==> config.mk <==
export PLATFORM = sky130hd
export DESIGN_NAME = aes_ctrl
export DESIGN_NICKNAME = d
export VERILOG_FILES = /design/src/rtl/aes_pkg.sv /design/src/rtl/aes_ctrl.sv
export SDC_FILE = /design/constraint.sdc
export NUM_CORES = 1
export LEC_CHECK = 0
export ABC_AREA = 1
export BUFFER_PORTS_ARGS = -buffer_cell sky130_fd_sc_hd__buf_2
export CAP_MARGIN = 20
export CORE_MARGIN = 2
export CORE_UTILIZATION = 51
export CTS_BUF_LIST = sky130_fd_sc_hd__clkbuf_8
export DETAILED_ROUTE_END_ITERATION = 7
export GPL_TIMING_DRIVEN = 0
export HOLD_SLACK_MARGIN = 0.06
export PLACE_DENSITY = 0.95
export SLEW_MARGIN = 30
export SYNTH_ARGS = -nofsm -noshare
export SYNTH_HDL_FRONTEND = slang
export SYNTH_SLANG_ARGS = --single-unit
==> constraint.sdc <==
create_clock -name clk -period 4.09 [get_ports clk]
set_clock_uncertainty 0.05 [all_clocks]
set_input_delay 0.6135 -clock clk [delete_from_list [all_inputs] [get_ports clk]]
set_output_delay 0.6135 -clock clk [all_outputs]
set_load 0.01 [all_outputs]
==> src/rtl/aes_pkg.sv <==
package aes_pkg;

    typedef struct packed {
        logic       mode;
        logic [3:0] round_index;
        logic [3:0] key_byte_index;
        logic [7:0] data_byte;
        logic       stream_last;
    } aes_in_t;

    typedef struct packed {
        logic [7:0] cipher_byte;
        logic       out_stream_last;
        logic       block_end;
    } aes_out_t;

    localparam logic MODE_KEY  = 1'b0;
    localparam logic MODE_DATA = 1'b1;

    localparam logic [1:0] KLS_128 = 2'd0;
    localparam logic [1:0] KLS_192 = 2'd1;

    typedef enum logic [2:0] {
        ST_IDLE,
        ST_LOAD,
        ST_ROUND,
        ST_EMIT
    } aes_state_t;

    // controller -> datapath
    typedef struct packed {
        logic       key_wr;
        logic       data_wr;
        logic       key_rd;
        logic [3:0] key_rd_round;
        logic [3:0] key_rd_byte;      // state byte folded with key 0 in ST_LOAD
        logic       state_load_byte;
        logic       do_round;
        logic       final_round;
        logic       emit;
        logic [3:0] emit_idx;
    } aes_cmd_t;

    typedef logic [7:0] sbox_arr_t [256];

    localparam sbox_arr_t SBOX = '{
        8'h63,8'h7c,8'h77,8'h7b,8'hf2,8'h6b,8'h6f,8'hc5,8'h30,8'h01,8'h67,8'h2b,8'hfe,8'hd7,8'hab,8'h76,
        8'hca,8'h82,8'hc9,8'h7d,8'hfa,8'h59,8'h47,8'hf0,8'had,8'hd4,8'ha2,8'haf,8'h9c,8'ha4,8'h72,8'hc0,
        8'hb7,8'hfd,8'h93,8'h26,8'h36,8'h3f,8'hf7,8'hcc,8'h34,8'ha5,8'he5,8'hf1,8'h71,8'hd8,8'h31,8'h15,
        8'h04,8'hc7,8'h23,8'hc3,8'h18,8'h96,8'h05,8'h9a,8'h07,8'h12,8'h80,8'he2,8'heb,8'h27,8'hb2,8'h75,
        8'h09,8'h83,8'h2c,8'h1a,8'h1b,8'h6e,8'h5a,8'ha0,8'h52,8'h3b,8'hd6,8'hb3,8'h29,8'he3,8'h2f,8'h84,
        8'h53,8'hd1,8'h00,8'hed,8'h20,8'hfc,8'hb1,8'h5b,8'h6a,8'hcb,8'hbe,8'h39,8'h4a,8'h4c,8'h58,8'hcf,
        8'hd0,8'hef,8'haa,8'hfb,8'h43,8'h4d,8'h33,8'h85,8'h45,8'hf9,8'h02,8'h7f,8'h50,8'h3c,8'h9f,8'ha8,
        8'h51,8'ha3,8'h40,8'h8f,8'h92,8'h9d,8'h38,8'hf5,8'hbc,8'hb6,8'hda,8'h21,8'h10,8'hff,8'hf3,8'hd2,
        8'hcd,8'h0c,8'h13,8'hec,8'h5f,8'h97,8'h44,8'h17,8'hc4,8'ha7,8'h7e,8'h3d,8'h64,8'h5d,8'h19,8'h73,
        8'h60,8'h81,8'h4f,8'hdc,8'h22,8'h2a,8'h90,8'h88,8'h46,8'hee,8'hb8,8'h14,8'hde,8'h5e,8'h0b,8'hdb,
        8'he0,8'h32,8'h3a,8'h0a,8'h49,8'h06,8'h24,8'h5c,8'hc2,8'hd3,8'hac,8'h62,8'h91,8'h95,8'he4,8'h79,
        8'he7,8'hc8,8'h37,8'h6d,8'h8d,8'hd5,8'h4e,8'ha9,8'h6c,8'h56,8'hf4,8'hea,8'h65,8'h7a,8'hae,8'h08,
        8'hba,8'h78,8'h25,8'h2e,8'h1c,8'ha6,8'hb4,8'hc6,8'he8,8'hdd,8'h74,8'h1f,8'h4b,8'hbd,8'h8b,8'h8a,
        8'h70,8'h3e,8'hb5,8'h66,8'h48,8'h03,8'hf6,8'h0e,8'h61,8'h35,8'h57,8'hb9,8'h86,8'hc1,8'h1d,8'h9e,
        8'he1,8'hf8,8'h98,8'h11,8'h69,8'hd9,8'h8e,8'h94,8'h9b,8'h1e,8'h87,8'he9,8'hce,8'h55,8'h28,8'hdf,
        8'h8c,8'ha1,8'h89,8'h0d,8'hbf,8'he6,8'h42,8'h68,8'h41,8'h99,8'h2d,8'h0f,8'hb0,8'h54,8'hbb,8'h16
    };

    function automatic logic [7:0] xtime(input logic [7:0] x);
        xtime = {x[6:0], 1'b0} ^ (x[7] ? 8'h1b : 8'h00);
    endfunction

endpackage

==> src/rtl/aes_ctrl.sv <==
module aes_ctrl
    import aes_pkg::*;
#(
    parameter int MAX_ROUND_KEYS = 15
) (
    input  logic       clk,
    input  logic       rst_n,
    input  logic       start,
    input  aes_in_t    in_item,
    input  logic [1:0] key_length_select,
    output logic       busy,
    output aes_cmd_t   cmd
);
    localparam logic [3:0] NR_CAP = 4'(MAX_ROUND_KEYS - 1);

    aes_state_t state_reg, state_next;
    logic [3:0] cnt_reg, cnt_next;      // load byte / round / emit index
    logic [3:0] nr_reg, nr_next;
    logic [3:0] fill_reg, fill_next;    // plaintext bytes held
    logic [3:0] nr_sel;
    logic       acc;

    assign busy = (state_reg != ST_IDLE);
    assign acc  = start && !busy;

    always_comb
    begin
        case (key_length_select)
            KLS_128: nr_sel = 4'd10;
            KLS_192: nr_sel = 4'd12;
            default: nr_sel = 4'd14;
        endcase
        if (nr_sel > NR_CAP)
            nr_sel = NR_CAP;
    end

    always_comb
    begin
        state_next = state_reg;
        cnt_next   = cnt_reg;
        nr_next    = nr_reg;
        fill_next  = fill_reg;
        case (state_reg)
            ST_IDLE:
            begin
                if (acc && in_item.mode == MODE_DATA)
                begin
                    fill_next = fill_reg + 4'd1;
                    if (fill_reg == 4'd15)
                    begin
                        state_next = ST_LOAD;
                        cnt_next   = 4'd0;
                        nr_next    = nr_sel;
                    end
                end
            end
            ST_LOAD:
            begin
                // byte k of plaintext meets key 0 byte k
                cnt_next = cnt_reg + 4'd1;
                if (cnt_reg == 4'd15)
                begin
                    state_next = ST_ROUND;
                    cnt_next   = 4'd1;
                end
            end
            ST_ROUND:
            begin
                cnt_next = cnt_reg + 4'd1;
                if (cnt_reg == nr_reg)
                begin
                    state_next = ST_EMIT;
                    cnt_next   = 4'd0;
                end
            end
            ST_EMIT:
            begin
                cnt_next = cnt_reg + 4'd1;
                if (cnt_reg == 4'd15)
                    state_next = ST_IDLE;
            end
            default: state_next = ST_IDLE;
        endcase
    end

    always_comb
    begin
        cmd         = '0;
        cmd.key_wr  = acc && in_item.mode == MODE_KEY;
        cmd.data_wr = acc && in_item.mode == MODE_DATA;
        // fetch the key row that the next state works with
        case (state_next)
            ST_LOAD:
            begin
                cmd.key_rd       = 1'b1;
                cmd.key_rd_round = 4'd0;
            end
            ST_ROUND:
            begin
                cmd.key_rd       = 1'b1;
                cmd.key_rd_round = cnt_next;
            end
            default: ;
        endcase
        case (state_reg)
            ST_LOAD:
            begin
                cmd.state_load_byte = 1'b1;
                cmd.key_rd_byte     = cnt_reg;
            end
            ST_ROUND:
            begin
                cmd.do_round    = 1'b1;
                cmd.final_round = (cnt_reg == nr_reg);
            end
            ST_EMIT:
            begin
                cmd.emit     = 1'b1;
                cmd.emit_idx = cnt_reg;
            end
            default: ;
        endcase
    end

    always_ff @(posedge clk or negedge rst_n)
    begin
        if (!rst_n)
        begin
            state_reg <= ST_IDLE;
            cnt_reg   <= '0;
            nr_reg    <= 4'd10;
            fill_reg  <= '0;
        end
        else
        begin
            state_reg <= state_next;
            cnt_reg   <= cnt_next;
            nr_reg    <= nr_next;
            fill_reg  <= fill_next;
        end
    end
endmodule

Word level (Yosys, flattened, before mapping)
Index checks and enable logic that the tools add are counted.

Equality and inequality tests: 9. Bitwise operators: 1. Magnitude comparators: 1. Multiplexer cells: 17. Reductions and logical operators: 9. Add/sub/neg operators: 2.

Operators by type and width (number): $mux W3 (6); $mux W4 (4); $pmux W4 S4 (1); $pmux W3 S4 (1); $mux W5 (2); $pmux W5 S2 (1); $eq A3 B2 Y1 const B (3); $add A4 B1 Y4 const B (2); $eq A4 B4 Y1 const B (2); $eq A3 B1 Y1 const B (2); $pmux W3 S2 (1); $eq A4 B4 Y1 (1); $gt A4 B4 Y1 const B (1); $logic_and A1 B1 Y1 (3); $logic_not A3 Y1 (1); $reduce_and A3 Y1 (1); $reduce_bool A3 Y1 (1); $eq A2 B1 Y1 const B (1); $logic_not A2 Y1 (1); $mux W2 (1); $reduce_and A2 Y1 (1); $logic_not A1 Y1 (1); $not A1 Y1 (1).

Input port bits: 23. Logic and storage cells: 43. Output and inout port bits: 20. Register bits after elaboration: 15.

Logic depth before layout (Yosys ltp)
Depth after elaboration: 8. Gate-level depth with buffers: 9.

Least setup slack after synthesis
Ideal clock, no wire load.

Path kind: register to output. Start: register cnt_reg[0]. End: output port cmd[12] (netlist bit). Path buffers: 0. Stages on the path, launching flop included: 8. Setup slack: 2209 ps. Arrival time: 1218 ps. Path through: dfrtp_1 -> ha_1 -> nand3_1 -> inv_1 -> nor2_1 -> nor2_1 -> nand4_1 -> nor2_1.

RTL lines: start: declaration (RTL line aes_ctrl.sv:17) `logic [3:0] cnt_reg, cnt_next;`; start signal: assignment (RTL line aes_ctrl.sv:137) `cnt_reg <= cnt_next;`; end: declaration (RTL line aes_ctrl.sv:12) `output aes_cmd_t cmd`.

==> impl_metrics.py <==
metrics = {
    "outcome": {
        "outcome": "completed",
    },
    "cells_and_area": {
        "areaGrowthSynthToFinish_pct": 22.0,
        "final_nets": 182,
        "diodes": 0,
        "drive_above_1_share": 0.301,
    },
    "routing": {
        "finalWirelength_mm": 2.07,
        "dr.first_iter.drc_count": 13,
        "detail-route-antenna-nets": 0,
        "wl_per_cell_um": 11.4,
        "vias": 905,
        "first_pass_iters": 4,
        "vias_per_cell": 5.00,
        "drc": 0,
    },
    "synth": {
        "syn-mean-instance-area_um2": 7.27,
        "yosysMostFrequentCell": "nand2_1",
        "synth_nets": 152,
        "synthArstFlopShare": 1.00,
        "syn_area_um2": 923,
        "synth_seq_cells": 13,
        "synth_flop_cell": "dfrtp_1",
        "synth.area.top_cells": "dfrtp_1 (33%), nand2_1 (12%), inv_1 (8.9%), nor2_1 (7.7%), nor2_4 (4.9%)",
        "yosysTopAreaCell": "dfrtp_1",
        "synth_top_area_share": 0.325,
        "yosysSeqAreaShare": 0.354,
        "synth_common_cells": "nand2_1 (29), inv_1 (22), nor2_1 (19)",
        "synth_warnings": 0,
        "synth-edff-count": 0,
        "synth.distinct_cells": 24,
        "synthCells": 127,
    },
    "timing": {
        "slew_violations": 0,
        "fin_crit_ps": 2400,
        "timing.final.hold_violations": 0,
        "fmax_ghz": 0.417,
        "rsz0062_at_grt": "no",
        "whs_ps": 193,
        "period_share": 0.587,
        "fin_tns_setup_ps": 0,
        "setup_violations": 0,
    },
    "global_routing": {
        "grt_max_degree": 14,
        "busiest_layer": "met2",
        "grtUsageMet1": 0.256,
        "overflow": 0,
        "gr-usage-all-layers": 0.217,
        "met2_usage": 0.356,
        "grt_pass1_wl_mm": 3.24,
        "antenna_found_initial": 0,
        "grt_pass1_vias": 818,
        "met3_usage": 0.0627,
    },
    "worst_setup_path": {
        "startpoint_type": "flop",
        "cpPeakStageDelay_ps": 430,
        "timing.rr.start": "cnt_reg[1]",
        "cp_slowest_cell": "dfrtp_1",
        "crit_family": "simple AND/OR/NAND/NOR gates",
        "crit_top_cell": "nor2_1",
        "critPathLaunch": "cnt_reg[1]",
        "path_cells": "ha_1 -> nand3_1 -> inv_1 -> nor2_1 -> nor2_1 -> nand4_1 -> nor2_1 -> buf_2",
        "crit_path_end_kind": "primary output",
        "crit_buf_inv": 2,
        "cp.required_ps": 3430,
        "arrival_ps": 1740,
        "crit_type": "reg2out",
        "path_max_fanout": 5,
    },
    "clocking": {
        "cts_hold_buf": 0,
        "cts_buffer_depth": 2,
        "cts.repair.resized": 0,
        "htreeDepth": 1,
        "cts_tree": "done",
        "cts-root-buf": "clkbuf_8",
        "clock-sinks": 13,
        "clkTransAtPathRegs_ps": 60,
        "clock_latency_ps": 250,
        "numCtsBuffers": 3,
        "post-cts-setup-buffers": 0,
    },
    "floorplanning": {
        "top_level_ports": 43,
        "core_area_um2": 1710,
        "placementRows": 15,
        "dieArea_um2": 2170,
        "die-height_um": 46.6,
        "die_x_um": 46.6,
        "initial_utilization": 0.541,
    },
    "job": {
        "maxCapViolations": 0,
    },
    "placed_design": {
        "port_buffers": 25,
        "place.gp.congestion": 0.937,
        "place_hpwl_mm": 1.68,
    },
    "min_path": {
        "hold_class": "in2async",
    },
    "power": {
        "power_density_nw_per_um2": 326,
        "peakVddDrop_mv": 0.297,
        "p_leak_nw": 0.671,
        "p_total_w": 0.000368,
    },
}
==> logic make-up (layout without fill, tap and decap cells) <==
logic type	count (synthesis)	count (layout)	share of synthesized area
compound gates	10	10	0.0610
xor+xnor	3	3	0.0285
fa+ha+maj	2	2	0.0271
buf+inv	24	53	0.0976
flops	13	13	0.354
other cells	1	1	0.00406
simple gates	74	74	0.428
==> per-layer routing <==
metal  wire [um]  vias up  share of wire
met5           0        -              0
met4          15        0         0.0072
met3         138        2          0.067
met2        1040       32           0.50
met1         875      418           0.42
li1            -      453              -
==> placed cells by master (no fill, tap or decap), drive strengths merged <==
cell     n
nand2   31
nor3     2
nor4     1
a21oi    1
o21ai    8
ha       2
nor2    26
nand4    4
clkinv   1
dfstp    1
inv     24
conb     1
dfrtp   12
buf     25
xnor2    3
nand3   10
o21bai   1
clkbuf   3
==> power by group <==
| group | leakage, nW | total (W) | internal [W] | switching [W] |
|---|---|---|---|---|
| clock network | 0.0255 | 0.000116 | 0.0000674 | 0.0000490 |
| registers | 0.164 | 0.000183 | 0.000155 | 0.0000279 |
| logic | 0.482 | 0.0000681 | 0.0000302 | 0.0000379 |
==> final cells by class <==
| cell class | count | area [um2] |
|---|---|---|
| multi-input cells | 90 | 507 |
| inverters | 24 | 90.1 |
| repair buffers | 25 | 125 |
| clock inverters | 1 | 5.00 |
| flip-flops and latches | 13 | 327 |
| well taps | 25 | 31.3 |
| clock buffers | 3 | 41.3 |
| fillers | 150 | 582 |
==> worst reg2reg max path: stages, from the launching register on <==
cell and delay, ps:
dfrtp_1 440, ha_1 240, nand3_1 160, nand2_1 90
a21oi_1 150, nand3_1 90, nand2_1 80, inv_1 40
==> final timing paths <==
path / endpoint / slack, ps / cells past startpoint
worst min register to register: fill_reg[3] / 450 / 1
max in group asynchronous: nr_reg[1] / 3510 / 1
worst min-delay path: cnt_reg[1] / 190 / 1
worst max register to register: cnt_reg[0] / 2630 / 7
worst max-delay path: cmd[12] / 1690 / 8
min in group clk: fill_reg[3] / 450 / 1
==> stage by stage <==
stage | instances | util | setup WS, ps | cell area [um2]
5_1_grt | 181 | 0.659 | 1550 | 1130
3_5_place_dp | 177 | 0.632 | 1970 | 1080
6_report | 181 | 0.659 | 1690 | 1130
2_1_floorplan | 127 | - | 2210 | 923
3_3_place_gp | 177 | 0.632 | 2040 | 1080
4_1_cts | 181 | 0.659 | 1700 | 1130
Power figures use the tool's default switching activity.
